### src/design/tms_pkg.sv
// Shared types and constants of the tumbler mix sequencer.
`default_nettype none

package tms_pkg;

  // Operating modes, coded as reported on the result channel
  typedef enum logic [1:0] {
    MODE_STOPPED = 2'd0,
    MODE_RUNNING = 2'd1,
    MODE_MANUAL  = 2'd2,
    MODE_MIXING  = 2'd3
  } tms_mode_t;

  // Configuration port geometry
  localparam int unsigned CFG_IDX_W  = 3;
  localparam int unsigned CFG_DATA_W = 6;

  typedef enum logic [CFG_IDX_W-1:0] {
    CFG_MIX_INTERVAL = 3'd0,
    CFG_MIX_RUN_MIN  = 3'd1,
    CFG_NORMAL_END   = 3'd2,
    CFG_CORR_END     = 3'd3,
    CFG_CORR_RUNS    = 3'd4
  } tms_cfg_idx_t;

  // Clock limits
  localparam logic [5:0] SEC_PER_MIN   = 6'd60;
  localparam logic [5:0] MIN_PER_HOUR  = 6'd60;
  localparam logic [4:0] HOURS_PER_DAY = 5'd24;
  localparam logic [4:0] DAY_LIMIT     = 5'd30;
  localparam logic [7:0] MONTH_MAX     = 8'd255;

  // Configuration reset values
  localparam logic [4:0] RST_MIX_INTERVAL = 5'd1;
  localparam logic [5:0] RST_MIX_RUN_MIN  = 6'd2;
  localparam logic [5:0] RST_NORMAL_END   = 6'd6;
  localparam logic [5:0] RST_CORR_END     = 6'd7;
  localparam logic [3:0] RST_CORR_RUNS    = 4'd1;

  typedef struct packed {
    logic [4:0] mix_interval_hours;
    logic [5:0] mix_run_minutes;
    logic [5:0] normal_end_second;
    logic [5:0] correction_end_second;
    logic [3:0] correction_runs;
  } tms_cfg_t;

  typedef struct packed {
    logic       relay;
    tms_mode_t  mode;
    logic [7:0] months;
    logic [4:0] days;
    logic [4:0] hours;
    logic [5:0] minutes;
    logic [5:0] seconds;
    logic [4:0] mix_hours;
    logic [5:0] mix_minutes;
    logic [5:0] mix_seconds;
    logic [3:0] run_count;
  } tms_state_t;

endpackage

`default_nettype wire

### src/design/tms_if.sv
// Valid/ready channel interfaces for tick beats and status beats.
`default_nettype none

interface tms_in_if;
  logic valid;
  logic ready;
  logic control_switch;
  logic manual_switch;

  modport source (output valid, output control_switch, output manual_switch, input ready);
  modport sink   (input valid, input control_switch, input manual_switch, output ready);
endinterface

interface tms_out_if;
  logic       valid;
  logic       ready;
  logic       relay_on;
  logic [1:0] mode;
  logic [7:0] elapsed_months;
  logic [4:0] elapsed_days;
  logic [4:0] elapsed_hours;
  logic [5:0] elapsed_minutes;
  logic [5:0] elapsed_seconds;
  logic [4:0] mix_hours;
  logic [5:0] mix_minutes;
  logic [5:0] mix_seconds;
  logic [3:0] run_count;

  modport source (
    output valid, output relay_on, output mode, output elapsed_months,
    output elapsed_days, output elapsed_hours, output elapsed_minutes,
    output elapsed_seconds, output mix_hours, output mix_minutes,
    output mix_seconds, output run_count, input ready
  );
  modport sink (
    input valid, input relay_on, input mode, input elapsed_months,
    input elapsed_days, input elapsed_hours, input elapsed_minutes,
    input elapsed_seconds, input mix_hours, input mix_minutes,
    input mix_seconds, input run_count, output ready
  );
endinterface

`default_nettype wire

### src/design/tms_step.sv
// One-second update of the sequencer state from the switch levels.
`default_nettype none

module tms_step (
  input  tms_pkg::tms_state_t cur,
  input  tms_pkg::tms_cfg_t   cfg,
  input  logic                control_switch,
  input  logic                manual_switch,
  output tms_pkg::tms_state_t nxt
);
  import tms_pkg::*;

  always_comb begin
    logic       active;
    tms_state_t s;
    active = (cur.mode == MODE_RUNNING) || (cur.mode == MODE_MIXING);
    s = cur;

    // Switch decode: equal levels stop, otherwise an idle block picks a mode
    if (control_switch == manual_switch) begin
      s.mode  = MODE_STOPPED;
      s.relay = 1'b0;
    end else if (!control_switch) begin
      if (!active) s.mode = MODE_RUNNING;
    end else begin
      if (!active) s.mode = MODE_MANUAL;
    end

    case (s.mode)
      MODE_STOPPED: begin
        s.months = '0; s.days = '0; s.hours = '0; s.minutes = '0; s.seconds = '0;
        s.mix_hours = '0; s.mix_minutes = '0; s.mix_seconds = '0;
        s.relay = 1'b0;
      end
      MODE_MANUAL: begin
        s.months = '0; s.days = '0; s.hours = '0; s.minutes = '0; s.seconds = '0;
        s.mix_hours = '0; s.mix_minutes = '0; s.mix_seconds = '0;
        s.run_count = '0;
        s.relay = 1'b1;
      end
      default: begin
        // Elapsed clock; the month roll looks at the day count before the carry
        s.seconds = cur.seconds + 6'd1;
        if (cur.days > DAY_LIMIT) begin
          if (cur.months != MONTH_MAX) s.months = cur.months + 8'd1;
          s.days = '0;
        end
        if (s.seconds >= SEC_PER_MIN) begin
          s.seconds = '0;
          s.minutes = s.minutes + 6'd1;
          if (s.minutes >= MIN_PER_HOUR) begin
            s.minutes = '0;
            s.hours = s.hours + 5'd1;
            if (s.hours >= HOURS_PER_DAY) begin
              s.hours = '0;
              s.days = s.days + 5'd1;
            end
          end
        end

        // Mix clock, cleared whole on a day roll
        s.mix_seconds = cur.mix_seconds + 6'd1;
        if (s.mix_seconds >= SEC_PER_MIN) begin
          s.mix_seconds = '0;
          s.mix_minutes = s.mix_minutes + 6'd1;
          if (s.mix_minutes >= MIN_PER_HOUR) begin
            s.mix_minutes = '0;
            s.mix_hours = s.mix_hours + 5'd1;
            if (s.mix_hours >= HOURS_PER_DAY) begin
              s.mix_hours = '0; s.mix_minutes = '0; s.mix_seconds = '0;
            end
          end
        end

        // Mix start
        if (s.mix_hours == cfg.mix_interval_hours) begin
          s.mode = MODE_MIXING;
          s.mix_hours = '0; s.mix_minutes = '0; s.mix_seconds = '0;
          s.relay = 1'b1;
        end

        // Mix end: normal run first, then correction run on the updated values
        if (s.mode == MODE_MIXING && s.mix_minutes == cfg.mix_run_minutes) begin
          if (s.run_count < cfg.correction_runs &&
              s.mix_seconds == cfg.normal_end_second) begin
            s.mode = MODE_RUNNING;
            s.relay = 1'b0;
            s.mix_hours = '0; s.mix_minutes = '0; s.mix_seconds = '0;
            s.run_count = s.run_count + 4'd1;
          end
          if (s.run_count == cfg.correction_runs &&
              s.mix_seconds == cfg.correction_end_second) begin
            s.mode = MODE_RUNNING;
            s.relay = 1'b0;
            s.mix_hours = '0; s.mix_minutes = '0; s.mix_seconds = '0;
            s.run_count = '0;
          end
        end
      end
    endcase

    nxt = s;
  end

endmodule

`default_nettype wire

### src/design/tumbler_mix_sequencer_core.sv
// Top level of the tumbler mix sequencer: tick register, state update and status beat.
`default_nettype none

// Each input beat is a one-second tick carrying the two active-low switch
// levels; each tick yields exactly one status beat holding the mode, the relay
// drive, the elapsed clock, the mix clock and the run count as they stand after
// that tick. A tick is captured in an input register, and once the status slot
// is empty or being drained the update logic moves the state registers, which
// double as the status beat's payload. One tick is taken every cycle while the
// status side keeps up. When the status beat is not taken, the input register
// still takes one more tick before ready drops. Write the configuration only
// while no tick is in flight; writes land at once and need no handshake.

module tumbler_mix_sequencer_core (
  input  logic                               clk,
  input  logic                               rst_n,
  input  logic                               cfg_we,
  input  logic [tms_pkg::CFG_IDX_W-1:0]      cfg_index,
  input  logic [tms_pkg::CFG_DATA_W-1:0]     cfg_wdata,
  tms_in_if.sink                             in_ch,
  tms_out_if.source                          out_ch
);
  import tms_pkg::*;

  tms_cfg_t   cfg_r;
  tms_state_t state_r;
  tms_state_t state_nxt;
  logic       in_valid_r;
  logic       ctl_r;
  logic       man_r;
  logic       out_valid_r;
  logic       fire;
  logic       in_take;

  // Advance a held tick when the status slot is empty or being drained
  assign fire    = in_valid_r && (!out_valid_r || out_ch.ready);
  assign in_ch.ready = !in_valid_r || fire;
  assign in_take = in_ch.valid && in_ch.ready;

  // Configuration registers
  always_ff @(posedge clk) begin
    if (!rst_n) begin
      cfg_r.mix_interval_hours    <= RST_MIX_INTERVAL;
      cfg_r.mix_run_minutes       <= RST_MIX_RUN_MIN;
      cfg_r.normal_end_second     <= RST_NORMAL_END;
      cfg_r.correction_end_second <= RST_CORR_END;
      cfg_r.correction_runs       <= RST_CORR_RUNS;
    end else if (cfg_we) begin
      case (tms_cfg_idx_t'(cfg_index))
        CFG_MIX_INTERVAL: cfg_r.mix_interval_hours    <= cfg_wdata[4:0];
        CFG_MIX_RUN_MIN:  cfg_r.mix_run_minutes       <= cfg_wdata[5:0];
        CFG_NORMAL_END:   cfg_r.normal_end_second     <= cfg_wdata[5:0];
        CFG_CORR_END:     cfg_r.correction_end_second <= cfg_wdata[5:0];
        CFG_CORR_RUNS:    cfg_r.correction_runs       <= cfg_wdata[3:0];
        default: begin
          // drop writes to unused indexes
        end
      endcase
    end
  end

  // Input register: hold the tick until the update stage takes it
  always_ff @(posedge clk) begin
    if (!rst_n) begin
      in_valid_r <= 1'b0;
    end else if (in_take) begin
      in_valid_r <= 1'b1;
    end else if (fire) begin
      in_valid_r <= 1'b0;
    end
  end

  always_ff @(posedge clk) begin
    if (in_take) begin
      ctl_r <= in_ch.control_switch;
      man_r <= in_ch.manual_switch;
    end
  end

  tms_step u_step (
    .cur            (state_r),
    .cfg            (cfg_r),
    .control_switch (ctl_r),
    .manual_switch  (man_r),
    .nxt            (state_nxt)
  );

  // State registers carry the status beat; they only move when a beat is loaded
  always_ff @(posedge clk) begin
    if (!rst_n) begin
      state_r <= '0;
    end else if (fire) begin
      state_r <= state_nxt;
    end
  end

  always_ff @(posedge clk) begin
    if (!rst_n) begin
      out_valid_r <= 1'b0;
    end else if (fire) begin
      out_valid_r <= 1'b1;
    end else if (out_ch.ready) begin
      out_valid_r <= 1'b0;
    end
  end

  assign out_ch.valid           = out_valid_r;
  assign out_ch.relay_on        = state_r.relay;
  assign out_ch.mode            = state_r.mode;
  assign out_ch.elapsed_months  = state_r.months;
  assign out_ch.elapsed_days    = state_r.days;
  assign out_ch.elapsed_hours   = state_r.hours;
  assign out_ch.elapsed_minutes = state_r.minutes;
  assign out_ch.elapsed_seconds = state_r.seconds;
  assign out_ch.mix_hours       = state_r.mix_hours;
  assign out_ch.mix_minutes     = state_r.mix_minutes;
  assign out_ch.mix_seconds     = state_r.mix_seconds;
  assign out_ch.run_count       = state_r.run_count;

endmodule

`default_nettype wire
### src/flat_wrapper.sv
// flat-port wrapper written by rule: the top's interface ports become plain ports
module tumbler_mix_sequencer_core_flat import tms_pkg::*;
  (clk, rst_n, cfg_we, cfg_index, cfg_wdata, in_ch_valid, in_ch_control_switch, in_ch_manual_switch, in_ch_ready, out_ch_valid, out_ch_relay_on, out_ch_mode, out_ch_elapsed_months, out_ch_elapsed_days, out_ch_elapsed_hours, out_ch_elapsed_minutes, out_ch_elapsed_seconds, out_ch_mix_hours, out_ch_mix_minutes, out_ch_mix_seconds, out_ch_run_count, out_ch_ready);
  tms_in_if in_ch_i ();
  tms_out_if out_ch_i ();
  input  logic clk;
  input  logic rst_n;
  input  logic cfg_we;
  input  logic [tms_pkg::CFG_IDX_W-1:0] cfg_index;
  input  logic [tms_pkg::CFG_DATA_W-1:0] cfg_wdata;
  input wire logic [$bits(in_ch_i.valid)-1:0] in_ch_valid;
  input wire logic [$bits(in_ch_i.control_switch)-1:0] in_ch_control_switch;
  input wire logic [$bits(in_ch_i.manual_switch)-1:0] in_ch_manual_switch;
  output wire logic [$bits(in_ch_i.ready)-1:0] in_ch_ready;
  output wire logic [$bits(out_ch_i.valid)-1:0] out_ch_valid;
  output wire logic [$bits(out_ch_i.relay_on)-1:0] out_ch_relay_on;
  output wire logic [$bits(out_ch_i.mode)-1:0] out_ch_mode;
  output wire logic [$bits(out_ch_i.elapsed_months)-1:0] out_ch_elapsed_months;
  output wire logic [$bits(out_ch_i.elapsed_days)-1:0] out_ch_elapsed_days;
  output wire logic [$bits(out_ch_i.elapsed_hours)-1:0] out_ch_elapsed_hours;
  output wire logic [$bits(out_ch_i.elapsed_minutes)-1:0] out_ch_elapsed_minutes;
  output wire logic [$bits(out_ch_i.elapsed_seconds)-1:0] out_ch_elapsed_seconds;
  output wire logic [$bits(out_ch_i.mix_hours)-1:0] out_ch_mix_hours;
  output wire logic [$bits(out_ch_i.mix_minutes)-1:0] out_ch_mix_minutes;
  output wire logic [$bits(out_ch_i.mix_seconds)-1:0] out_ch_mix_seconds;
  output wire logic [$bits(out_ch_i.run_count)-1:0] out_ch_run_count;
  input wire logic [$bits(out_ch_i.ready)-1:0] out_ch_ready;
  assign in_ch_i.valid = in_ch_valid;
  assign in_ch_i.control_switch = in_ch_control_switch;
  assign in_ch_i.manual_switch = in_ch_manual_switch;
  assign in_ch_ready = in_ch_i.ready;
  assign out_ch_valid = out_ch_i.valid;
  assign out_ch_relay_on = out_ch_i.relay_on;
  assign out_ch_mode = out_ch_i.mode;
  assign out_ch_elapsed_months = out_ch_i.elapsed_months;
  assign out_ch_elapsed_days = out_ch_i.elapsed_days;
  assign out_ch_elapsed_hours = out_ch_i.elapsed_hours;
  assign out_ch_elapsed_minutes = out_ch_i.elapsed_minutes;
  assign out_ch_elapsed_seconds = out_ch_i.elapsed_seconds;
  assign out_ch_mix_hours = out_ch_i.mix_hours;
  assign out_ch_mix_minutes = out_ch_i.mix_minutes;
  assign out_ch_mix_seconds = out_ch_i.mix_seconds;
  assign out_ch_run_count = out_ch_i.run_count;
  assign out_ch_i.ready = out_ch_ready;
  tumbler_mix_sequencer_core u_core (.clk(clk), .rst_n(rst_n), .cfg_we(cfg_we), .cfg_index(cfg_index), .cfg_wdata(cfg_wdata), .in_ch(in_ch_i), .out_ch(out_ch_i));
endmodule
### config.mk
export PLATFORM = sky130hd
export DESIGN_NAME = tumbler_mix_sequencer_core_flat
export DESIGN_NICKNAME = d
export VERILOG_FILES = /design/src/design/tms_pkg.sv /design/src/design/tms_if.sv /design/src/design/tms_step.sv /design/src/design/tumbler_mix_sequencer_core.sv /design/src/flat_wrapper.sv
export SDC_FILE = /design/constraint.sdc
export NUM_CORES = 1
export LEC_CHECK = 0
export BUFFER_PORTS_ARGS = -buffer_cell sky130_fd_sc_hd__buf_2
export CAP_MARGIN = 25
export CELL_PAD_IN_SITES_DETAIL_PLACEMENT = 1
export CELL_PAD_IN_SITES_GLOBAL_PLACEMENT = 2
export CORE_MARGIN = 2
export CORE_UTILIZATION = 35
export CTS_CLUSTER_DIAMETER = 30
export DETAILED_ROUTE_END_ITERATION = 6
export PLACE_DENSITY_LB_ADDON = 0.1
export SLEW_MARGIN = 20
export SYNTH_ARGS = -nofsm -noshare
export SYNTH_HDL_FRONTEND = slang
export SYNTH_SLANG_ARGS = --single-unit
### constraint.sdc
create_clock -name clk -period 5.89 [get_ports clk]
set_input_delay 0.589 -clock clk [delete_from_list [all_inputs] [get_ports clk]]
set_output_delay 0.589 -clock clk [all_outputs]
set_load 0.1 [all_outputs]
== After elaboration in Yosys (flattened, before gate mapping) ==
Index checks and enable logic that the tools add are counted.
Word-level totals
  flip-flop bits (word level): 85
  bits in latches: 0
  bits in writable memories: 0
  memory bits (read-only): 0
  input port bits: 16
  output and inout port bits: 56
  logic and storage cells: 117
  memories kept: 0
Cells by class
  $add $sub $neg: 9
  multiply operators: 0
  divide/modulo/power cells: 0
  magnitude comparators: 8
  equality and inequality tests: 15
  shift operators: 0
  multiplexer cells: 35
  bitwise logic cells: 1
  reductions and logical operators: 29
Operators by type and width (count)
  21-bit 2-to-1 mux: 5
  17-bit 2-to-1 mux: 6
  47-bit 2-to-1 mux: 1
  13-bit 2-to-1 mux: 2
  6-bit by 1-bit adder with 6-bit output, second input constant: 4
  6-bit greater-or-equal comparator, second input constant: 4
  22-bit 2-to-1 mux: 1
  6-bit equality test: 3
  16-bit 2-to-1 mux: 1
  5-bit by 1-bit adder with 5-bit output, second input constant: 3
  3-bit 2-to-1 mux: 5
  2-bit nonzero test: 7
  2-bit AND reduction: 6
  5-bit greater-or-equal comparator, second input constant: 2
  10-bit 2-to-1 mux: 1
  2-bit 2-to-1 mux: 5
  3-bit AND reduction: 3
  8-bit by 1-bit adder with 8-bit output, second input constant: 1
  8-bit 2-to-1 mux: 1
  8-bit inequality test, second input constant: 1
  4-bit case mux with 2 select lines: 1
  2-bit equality test, second input constant: 3
  3-bit by 2-bit equality test with 1-bit output, second input constant: 2
  5-bit equality test: 1
  17 further kinds: 28

== Logic depth before layout (Yosys ltp) ==
Gate-level depths: netlist of the first run.
  word-level depth: 21
  gate-level depth with buffers: 17
  depth with buffers taken out: 14

== Hierarchy ==
Synthesis of the first run repeated with hierarchy kept, for this count alone.
Second synthesis, totals
  cells, all modules: 764
  area total of the unflattened synthesis: 5891.9 µm²
By module, submodules not included
  tumbler_mix_sequencer_core: instances 1, cells each 345, area each 3205.6 µm², sequential area each 1721.7 µm²
  tms_step: instances 1, cells each 419, area each 2686.3 µm², sequential area each 0.0 µm²

== Worst setup path after synthesis of the first run ==
Ideal clock, no wire load.
  path kind: register -> register
  start: register u_core.state_r (netlist bit u_core.out_ch.mix_minutes[1])
  end: register u_core.state_r (netlist bit u_core.out_ch.mix_hours[2])
  setup time: 88 ps
  arrival time: 4866 ps
  required time: 5802 ps
  setup slack: 936 ps
  cell stages (with the launch flop): 16
  path buffers: 1
  clock period less this slack: 4954 ps
  cells stage by stage: dfxtp_1 ha_1 nor2b_1 nand2_1 a211oi_4 nand2_4 o31a_1 nor4_4 nand2_4 o41a_1 a32oi_1 a31oi_1 o31ai_4 nand2_2 buf_4 o32ai_2
Between the ends
  cells in the longest elaborated chain, start to end: 18
  elaborated cells between the ends (all ways): 24
  those cells by class: 1 x add/sub; 1 x order compare; 6 x eq/ne; 13 x mux; 3 x reduce/logical
RTL lines
  start: declaration: RTL line tumbler_mix_sequencer_core.sv:26  | tms_state_t state_r;
  start signal: assignment: RTL line tumbler_mix_sequencer_core.sv:93  | state_r <= state_nxt;
  6-bit by 1-bit adder with 6-bit output: RTL line tms_step.sv:65  | s.mix_minutes = s.mix_minutes + 6'd1;
  6-bit greater-or-equal comparator: RTL line tms_step.sv:66  | if (s.mix_minutes >= MIN_PER_HOUR) begin
  17-bit 2-to-1 mux: RTL line tms_step.sv:66
  17-bit 2-to-1 mux *: RTL line tms_step.sv:63  | if (s.mix_seconds >= SEC_PER_MIN) begin
  17-bit 2-to-1 mux *: RTL line tms_step.sv:29  | case (s.mode)
  5-bit equality test: RTL line tms_step.sv:76  | if (s.mix_hours == cfg.mix_interval_hours) begin
  17-bit 2-to-1 mux: RTL line tms_step.sv:76
  17-bit 2-to-1 mux: RTL line tms_step.sv:29
  (+2 left out)
  21-bit 2-to-1 mux: RTL line tms_step.sv:84  | if (s.run_count < cfg.correction_runs &&
  21-bit 2-to-1 mux: RTL line tms_step.sv:83  | if (s.mode == MODE_MIXING && s.mix_minutes == cfg.mix_run_minutes) begin
  21-bit 2-to-1 mux: RTL line tms_step.sv:29
  6-bit equality test or 4-bit equality test (tied branches): RTL line tms_step.sv:92, tms_step.sv:91
  1-bit logical AND: RTL line tms_step.sv:91  | if (s.run_count == cfg.correction_runs &&
  21-bit 2-to-1 mux: RTL line tms_step.sv:91
  21-bit 2-to-1 mux *: RTL line tms_step.sv:83
  47-bit 2-to-1 mux *: RTL line tms_step.sv:29
Every way passes the cells marked *; elsewhere a longest branch is shown, timed or not. The select of a mux whose other input is x is not followed.
A chain may end at the register's enable or synchronous reset.

== Final worst setup path of the first run ==
  start: register u_core.state_r (netlist bit u_core.out_ch.mix_seconds[0])
  end: register u_core.state_r (netlist bit u_core.out_ch.mix_hours[4])
Between the ends
  cells in the longest elaborated chain, start to end: 17
  elaborated cells between the ends (all ways): 23
  those cells by class: 1 x add/sub; 1 x order compare; 6 x eq/ne; 12 x mux; 3 x reduce/logical
RTL lines
  6-bit by 1-bit adder with 6-bit output *: RTL line tms_step.sv:62  | s.mix_seconds = cur.mix_seconds + 6'd1;
  6-bit greater-or-equal comparator: RTL line tms_step.sv:63
  17-bit 2-to-1 mux *: RTL line tms_step.sv:63
  17-bit 2-to-1 mux *: RTL line tms_step.sv:29
  5-bit equality test: RTL line tms_step.sv:76
  17-bit 2-to-1 mux: RTL line tms_step.sv:76
  17-bit 2-to-1 mux: RTL line tms_step.sv:29
  6-bit equality test: RTL line tms_step.sv:85  | s.mix_seconds == cfg.normal_end_second) begin
  1-bit logical AND: RTL line tms_step.sv:84
  21-bit 2-to-1 mux: RTL line tms_step.sv:84
  21-bit 2-to-1 mux: RTL line tms_step.sv:83
  21-bit 2-to-1 mux: RTL line tms_step.sv:29
  6-bit equality test or 4-bit equality test (tied branches): RTL line tms_step.sv:92, tms_step.sv:91
  1-bit logical AND: RTL line tms_step.sv:91
  21-bit 2-to-1 mux: RTL line tms_step.sv:91
  21-bit 2-to-1 mux *: RTL line tms_step.sv:83
  47-bit 2-to-1 mux *: RTL line tms_step.sv:29
Marked as above.

==> results.toml, run 1 <==
[run_status]
status = "completed"

[timing]
min_period_over_period = 0.879
skew_ps = 8.50
fin_crit_ps = 5180
final_max_slew_viol_count = 0
worstMarginPinSlew_ps = 787
relSlewSlack = 0.471
finalSetupTns_ps = 0
hold_viol = 0
maxClockFrequency_mhz = 193
rsz0062_at_grt = "false"
setup_violations = 0

[worst_setup_path]
cp-end-kind = "register"
r2r_start = "u_core.out_ch.mix_seconds[0]"
arrival_ps = 5420
critPathLaunchType = "register"
path_class = "register to register"
r2r_slack_ps = 710
crit_start = "u_core.out_ch.mix_seconds[0]"
reg2reg_to = "u_core.out_ch.mix_hours[4]"
critical_path.max_fanout = 16
ff2ff_path_depth = 15
crit_required_ps = 6140

[worst_hold_path]
hp-class = "input port to register"
whs_endpoint = "u_core.man_r"
min_path_cells = 1
hp-start = "in_ch_manual_switch"

[global_route]
antenna_found_initial = 0
grt_max_degree = 57
grt_usage = 0.203
grt_first_pass_wirelength_um = 26500
grt-ovfl-total = 0
grt_pass1_vias = 5109

[cells_and_area]
nets = 730
design_area_mm2 = 0.00609
area_growth_pct = 15.9
diodes = 0
layout-drive-gt1-share = 0.157

[synth]
netlist_top_cells_area = "dfxtp_1, mux2i_1, nand2_1"
syn_nets = 666
async_reset_ff_frac = 0
synth-seq-area-share = 0.328
synth_top_area_share = 0.316
synth_cell_types = 72
synth_edf_count = 2
synth_top_area_cell = "dfxtp_1"
synth_flop_cell = "dfxtp_1"
syn_inst = 636
ys_top_cells_by_count = "dfxtp_1, nand2_1, nor2_1"
syn_avg_cell_area_um2 = 8.26
yosysMostFrequentCell = "dfxtp_1"
yosysWarnings = 0
syn-cell-area_mm2 = 0.00526
synth_seq_cells = 85

[place]
place_hpwl_um = 11800
gp_congestion = 0.814
io_buffers = 71
placed_area_mm2 = 0.00578

[power_and_ir_drop]
peakVddDrop_uv = 134
finalPower_mw = 1.29
power_frac_comb = 0.085
p_sw_frac = 0.256
switching_power_mw = 0.331
p_leak_nw = 2.35
p_int_mw = 0.962
power.density_mw_per_mm2 = 212
p_clk_frac = 0.453
pwr-share-seq = 0.462

[floorplan]
coreArea_mm2 = 0.0146
die_area_mm2 = 0.0160
start_util = 0.360
pin_count = 72
rows = 44
fp.dieH_um = 127
dieWidth_um = 127

[clock_network]
numCtsBuffers = 9
cts_max_path_buffers = 2
clkLatencyLatePin_ps = 350
cts_resized = 0
clk_pin_slew_ps = 60
post_cts_buffers = 0
cts-root-buf = "clkbuf_16"
hold_buffers = 0
h-tree-depth = 3
cts.sinks = 85
cts_tree = "built"

[detailed_routing]
first_iter_violations = 218
ant_nets = 0
routed_via_density = 5.60
routed_wl_um = 15900
drcViolationCount = 0
via_count = 4976
drt_pass1_iterations = 4
wl_per_cell_um = 17.9

[run]
maxCapViolCount = 0
metrics by stage:
step           hold slack (ps)  setup WS (ps)  std cells  utilization
5_1_grt                    414            291        889        0.418
2_1_floorplan              486            936        636            -
3_5_place_dp               479            740        871        0.396
6_report                   424            714        889        0.418
4_1_cts                    409            702        887        0.417
3_3_place_gp               468           1060        871        0.396
cell families (layout without fill, tap and decap cells):
family,count (synthesis),in the layout,synth area share
AND/OR/NAND/NOR,263,263,0.262
AO/OA/AOI/OAI,161,161,0.222
flip-flops,85,85,0.328
buffers and inverters,45,114,0.0333
multiplexers,36,36,0.0690
XOR/XNOR,32,32,0.0533
adder cells (fa/ha/maj),14,14,0.0333
worst max path at each step:
stage               depth (start not counted)  slack, ps                         end
finish                                     15        710  u_core.out_ch.mix_hours[4]
CTS                                        15        700  u_core.out_ch.mix_hours[1]
floorplan                                  15        940  u_core.out_ch.mix_hours[2]
global placement                           14       1060  u_core.out_ch.mix_hours[4]
detailed placement                         15        740  u_core.out_ch.mix_hours[1]
global route                               15        290  u_core.out_ch.mix_hours[1]
worst max-delay path, stage by stage (launching register included):
cell	delay (ps)
dfxtp_1	650
ha_1	330
nor2b_1	260
nand2_1	120
a211o_1	300
buf_4	200
o21ai_0	260
a21oi_1	150
nor4_4	570
nand2_4	220
o41a_1	500
a32oi_1	240
a31oi_1	130
o31ai_4	510
nand2_2	310
o32ai_1	320
cell type report:
cell class | count | area, um^2
timing repair buffer | 78 | 403
sequential | 85 | 1720
multi-input combinational | 506 | 3360
inverter | 20 | 75.1
clock inverter | 4 | 56.3
clock buffer | 12 | 246
tap | 184 | 230
fill | 1774 | 8500
per-layer routing:
metal / track usage / up-vias / part of all wire
li1: - / 2439 / -
met1: 0.251 / 2441 / 0.45
met2: 0.361 / 83 / 0.50
met3: 0.0358 / 13 / 0.036
met4: 0.0549 / 0 / 0.015
met5: 0 / - / 0
flip-flops by register name (all words and copies together), names as in the netlist, 5 cells and up:
register / cells
u_core.out_ch.elapsed_minutes: 6
u_core.out_ch.mix_minutes: 6
u_core.out_ch.mix_seconds: 6
u_core.out_ch.elapsed_days: 5
u_core.out_ch.elapsed_hours: 5
u_core.out_ch.mix_hours: 5
u_core.out_ch.elapsed_seconds: 6
u_core.cfg_r: 27
u_core.out_ch.elapsed_months: 8
power by group through the flow:
stage | clock network, mW | logic [mW] | registers [mW]
after floorplan | 0 | 0.0579 | 0.629
after global placement | 0 | 0.110 | 0.610
after detailed placement | 0 | 0.111 | 0.611
after CTS | 0.605 | 0.112 | 0.597
after global routing | 0.626 | 0.121 | 0.599
final | 0.586 | 0.111 | 0.598
cells in the final DEF (no fill, tap or decap), types with 14 or more instances in the layout:
cell | netlist | layout
xor2_1 | 20 | 20
ha_1 | 14 | 14
nand2_1 | 71 | 71
nand3_1 | 20 | 20
mux2i_1 | 34 | 34
dfxtp_1 | 83 | 83
a21oi_1 | 34 | 34
nor2_1 | 48 | 48
inv_1 | 20 | 20
o21ai_0 | 29 | 29
nor2b_1 | 39 | 39
buf_2 | 2 | 72
Power figures use the tool's default switching activity.
==> inputs of run 2 (changes only) <==
--- a/config.mk
+++ b/config.mk
@@ -5,12 +5,13 @@
 export SDC_FILE = /design/constraint.sdc
 export NUM_CORES = 1
 export LEC_CHECK = 0
+export ABC_AREA = 1
 export BUFFER_PORTS_ARGS = -buffer_cell sky130_fd_sc_hd__buf_2
 export CAP_MARGIN = 25
 export CELL_PAD_IN_SITES_DETAIL_PLACEMENT = 1
 export CELL_PAD_IN_SITES_GLOBAL_PLACEMENT = 2
 export CORE_MARGIN = 2
-export CORE_UTILIZATION = 35
+export CORE_UTILIZATION = 32
 export CTS_CLUSTER_DIAMETER = 30
 export DETAILED_ROUTE_END_ITERATION = 6
 export PLACE_DENSITY_LB_ADDON = 0.1
==> results.toml, run 2 <==
[cells_and_area]
design_area_mm2 = 0.00591
regMostFlops = "u_core.cfg_r"
final_common_cell = "nand2_1"
area_growth_pct = 16.0
largest_register_ffs = 27
layout-drive-gt1-share = 0.155
final_cell_mix = "nand2_1, inv_1, dfxtp_1"
nets = 842
diodes = 0

[global_route]
grt-ovfl-total = 0
grt_first_pass_wirelength_um = 26200
grt_max_degree = 37
grt_pass1_vias = 5182
antenna_found_initial = 0
grt_usage = 0.196

[detailed_routing]
routed_via_density = 4.93
via_count = 5097
drcViolationCount = 0
routed_wl_um = 15900
wl_per_cell_um = 15.4
drt_pass1_iterations = 4
ant_nets = 0
first_iter_violations = 155

[clock_network]
clk_pin_slew_ps = 70
h-tree-depth = 3
cts_resized = 0
numCtsBuffers = 9
cts-root-buf = "clkbuf_16"
post_cts_buffers = 0
cts_max_path_buffers = 2
hold_buffers = 0
clkLatencyLatePin_ps = 350
cts_tree = "built"
cts.sinks = 85

[worst_setup_path]
path_class = "register to register"
cpPeakStageDelay_ps = 470
critical_path.max_fanout = 26
crit_family = "simple AND/OR/NAND/NOR gates"
critPathLaunchType = "register"
crit_required_ps = 6120
cp_slowest_cell = "dfxtp_1"
cp.depth = 30
path_buf_inv = 2
ff2ff_path_depth = 30
path_common_cell = "nand2_1"
arrival_ps = 4530
cp-end-kind = "register"

[synth]
synth_top_area_cell = "dfxtp_1"
syn_avg_cell_area_um2 = 6.83
yosysWarnings = 0
synth_flop_cell = "dfxtp_1"
netlist_top_cells_area = "dfxtp_1, nand2_1, inv_1"
synth_edf_count = 2
synth_seq_cells = 85
synth_cell_types = 39
yosysMostFrequentCell = "nand2_1"
async_reset_ff_frac = 0
synth_top_area_share = 0.326
synth-seq-area-share = 0.338
syn_nets = 776
ys_top_cells_by_count = "nand2_1, inv_1, dfxtp_1"
syn-cell-area_mm2 = 0.00509
syn_inst = 746

[power_and_ir_drop]
switching_power_mw = 0.390
p_leak_nw = 2.69
power.density_mw_per_mm2 = 237
pwr-share-seq = 0.430
p_clk_frac = 0.460
finalPower_mw = 1.40
peakVddDrop_uv = 163
p_sw_frac = 0.278
p_int_mw = 1.01
power_frac_comb = 0.110

[place]
placed_area_mm2 = 0.00558
io_buffers = 71
gp_congestion = 0.827
place_hpwl_um = 12000

[floorplan]
dieWidth_um = 130
pin_count = 72
coreArea_mm2 = 0.0157
start_util = 0.324
fp.dieH_um = 130
rows = 46
die_area_mm2 = 0.0169

[worst_hold_path]
hp-class = "input port to register"
min_path_cells = 1

[run]
maxCapViolCount = 0

[timing]
skew_ps = 7.54
hold_ws_ps = 419
hold_viol = 0
min_period_over_period = 0.730
maxClockFrequency_mhz = 233
worstMarginPinSlew_ps = 701
finalSetupTns_ps = 0
relSlewSlack = 0.532
setup_violations = 0
final_max_slew_viol_count = 0
fin_crit_ps = 4300
rsz0062_at_grt = "false"

[run_status]
status = "completed"
## run 2: per-stage QoR
stage	cells	setup slack [ps]	util
detailed placement	1017	1580	0.355
global route	1033	1090	0.376
finish	1033	1590	0.376
CTS	1033	1550	0.376
floorplan	746	1670	-
global placement	1017	1760	0.355
## run 2: cell families (layout without fill, tap and decap cells)
kind of cell / count (synthesis) / after routing / share of synthesized area
adder cells (fa/ha/maj): 14 / 14 / 0.0344
buffers and inverters: 128 / 199 / 0.113
flip-flops: 85 / 85 / 0.338
AND/OR/NAND/NOR: 370 / 370 / 0.340
AO/OA/AOI/OAI: 129 / 129 / 0.141
XOR/XNOR: 20 / 20 / 0.0344
## run 2: routing by layer
| metal | global-route usage | vias to the layer above | part of all wire |
|---|---|---|---|
| li1 | - | 2576 | - |
| met2 | 0.351 | 56 | 0.50 |
| met3 | 0.0279 | 14 | 0.024 |
| met1 | 0.242 | 2451 | 0.46 |
| met4 | 0.0658 | 0 | 0.014 |
| met5 | 0 | - | 0 |
## run 2: power by group through the flow
stage | clock, mW | combinational [mW] | sequential [mW]
detailed placement | 0 | 0.155 | 0.616
CTS | 0.661 | 0.156 | 0.603
global placement | 0 | 0.153 | 0.615
finish | 0.644 | 0.154 | 0.603
floorplan | 0 | 0.0712 | 0.660
global route | 0.681 | 0.168 | 0.605
## run 2: cell type report
type	count	area [um^2]
fill	2036	9800
multi-input combinational	533	2800
sequential	85	1720
inverter	108	405
timing repair buffer	75	385
tap	216	270
clock buffer	10	239
clock inverter	6	91.3
## run 2: path summary, 6_finish.rpt
kind / startpoint / to / slack (ps)
setup / recovery: u_core.out_ch.mix_seconds[0] / u_core.out_ch.mix_seconds[4] / 1590
hold / removal: in_ch_control_switch / u_core.ctl_r / 420
setup reg to reg: u_core.out_ch.mix_seconds[0] / u_core.out_ch.mix_seconds[4] / 1590
hold reg to reg: u_core.cfg_r[15] / u_core.cfg_r[15] / 480
==> inputs of run 3 (changes only) <==
--- a/config.mk
+++ b/config.mk
@@ -5,13 +5,13 @@
 export SDC_FILE = /design/constraint.sdc
 export NUM_CORES = 1
 export LEC_CHECK = 0
-export ABC_AREA = 1
+export ABC_AREA = 0
 export BUFFER_PORTS_ARGS = -buffer_cell sky130_fd_sc_hd__buf_2
 export CAP_MARGIN = 25
 export CELL_PAD_IN_SITES_DETAIL_PLACEMENT = 1
 export CELL_PAD_IN_SITES_GLOBAL_PLACEMENT = 2
 export CORE_MARGIN = 2
-export CORE_UTILIZATION = 32
+export CORE_UTILIZATION = 35
 export CTS_CLUSTER_DIAMETER = 30
 export DETAILED_ROUTE_END_ITERATION = 6
 export PLACE_DENSITY_LB_ADDON = 0.1
==> constraint.sdc (replaced) <==
create_clock -name clk -period 4.2 [get_ports clk]
set_input_delay 0.42 -clock clk [delete_from_list [all_inputs] [get_ports clk]]
set_output_delay 0.42 -clock clk [all_outputs]
set_load 0.1 [all_outputs]
==> results.toml, run 3 (synthesized netlist as in run 1, its figures left out) <==
[run_status]
status = "completed"

[cells_and_area]
largest_register_ffs = 27
area_growth_pct = 21.0
layout-drive-gt1-share = 0.223
n_fill_cell = 1765
final_cell_mix = "buf_2, nand2_1, dfxtp_1"
diodes = 0
regMostFlops = "u_core.cfg_r"
final_common_cell = "buf_2"
nets = 748

[timing]
maxClockFrequency_mhz = 248
setup_slack_ps = 165
hold_viol = 0
fin_crit_ps = 4040
relSlewSlack = 0.334
skew_ps = 7.45
min_period_over_period = 0.961
worstMarginPinSlew_ps = 991
final_max_slew_viol_count = 0
setup_violations = 0
hold_ws_ps = 237

[detailed_routing]
ant_nets = 0
wl_per_cell_um = 17.8
first_iter_violations = 184
via_count = 5020
drcViolationCount = 0
routed_via_density = 5.53
routed_wl_um = 16200
drt_pass1_iterations = 4

[floorplan]
start_util = 0.360
pin_count = 72
dieWidth_um = 127
rows = 44
coreArea_mm2 = 0.0146
die_area_mm2 = 0.0160
fp.dieH_um = 127

[clock_network]
numCtsBuffers = 9
cts_max_path_buffers = 2
clkLatencyLatePin_ps = 350
cts_tree = "built"
h-tree-depth = 3
clk_pin_slew_ps = 70
cts.sinks = 85
cts-root-buf = "clkbuf_16"

[worst_setup_path]
r2r_slack_ps = 160
cp-end-kind = "register"
crit_required_ps = 4420
arrival_ps = 4260
critical_path.max_fanout = 10
cp_slowest_cell = "dfxtp_4"
critPathLaunchType = "register"
crit_start = "u_core.out_ch.mix_seconds[1]"
path_buf_inv = 3
crit_family = "simple AND/OR/NAND/NOR gates"
r2r_start = "u_core.out_ch.mix_seconds[1]"
cp_cell_sequence = "ha_4, nor2b_4, nand2_1, a211o_1, or3_1, and3_1, nor4_4, buf_6, nand2_4, buf_4, or3_1, a211o_4, nand3_2, o31ai_4, buf_12, a31oi_4, o32ai_1"
path_class = "register to register"
path_common_cell = "or3_1"
cpPeakStageDelay_ps = 400

[place]
dp_slack_ps = -51.0
gp_congestion = 0.831
place_hpwl_um = 12200
io_buffers = 71

[global_route]
grt_usage = 0.205
grt_pass1_vias = 5070
antenna_found_initial = 0
grt-ovfl-total = 0
grt_first_pass_wirelength_um = 26500
grt_max_degree = 40

[power_and_ir_drop]
power_frac_comb = 0.094
switching_power_mw = 0.480
p_leak_nw = 2.44
finalPower_mw = 1.75
pwr-share-seq = 0.475
p_clk_frac = 0.431
p_sw_frac = 0.274
p_int_mw = 1.27
peakVddDrop_uv = 182
power.density_mw_per_mm2 = 275

[run]
maxCapViolCount = 0

[worst_hold_path]
hp-class = "input port to register"
hp-start = "in_ch_control_switch"
run 3: cell type report:
cell class	instances	area, um^2	share of cell area
clock buffer	9	225	0.0354
multi-input combinational	506	3460	0.544
sequential	85	1760	0.277
tap	184	230	0.0362
inverter	20	75.1	0.0118
timing repair buffer	96	557	0.0875
clock inverter	7	51.3	0.00806
run 3: routing by layer:
layer  vias to the layer above  routed length, um  GRT usage
met5                         -                  0          0
met4                         0                245     0.0582
met3                        17                569     0.0430
met2                        81               8210      0.365
met1                      2455               7130      0.249
li1                       2467                  -          -
run 3: stage by stage:
step / std cells / utilization / cell area (um^2) / setup TNS (ps)
finish: 907 / 0.436 / 6360 / 0
global route: 907 / 0.436 / 6360 / -15.4
CTS: 901 / 0.428 / 6240 / 0
detailed placement: 885 / 0.409 / 5960 / -73.3
global placement: 884 / 0.408 / 5960 / 0
floorplan: 636 / - / 5350 / 0
run 3: worst paths after layout:
| kind | cells past startpoint | endpoint |
|---|---|---|
| max | 17 | u_core.out_ch.mix_hours[4] |
| min | 1 | u_core.ctl_r |
| max reg2reg | 17 | u_core.out_ch.mix_hours[4] |
| min reg2reg | 2 | u_core.out_ch.mix_minutes[4] |
run 3: worst register-to-register path, delay by kind of cell, from the launching register on:
family,cells,cell delay (ps)
AOI/OAI and AO/OA,5,1190
adders and majority gates,1,180
DFF,1,400
buffers and inverters,3,520
and+or+nand+nor,8,1620
run 3: power groups by stage:
stage | Combinational, mW | Sequential [mW] | Clock [mW]
floorplan | 0.0822 | 0.877 | 0
global placement | 0.160 | 0.849 | 0
detailed placement | 0.163 | 0.850 | 0
CTS | 0.164 | 0.831 | 0.783
global route | 0.179 | 0.833 | 0.812
finish | 0.165 | 0.831 | 0.755
run 3: repair_timing:
action                     in CTS  in global routing
setup buffers                   0                  6
setup endpoints to repair       5                 23
gates resized for setup         1                 13
hold buffers                    0                  0
pin swaps                       1                  6
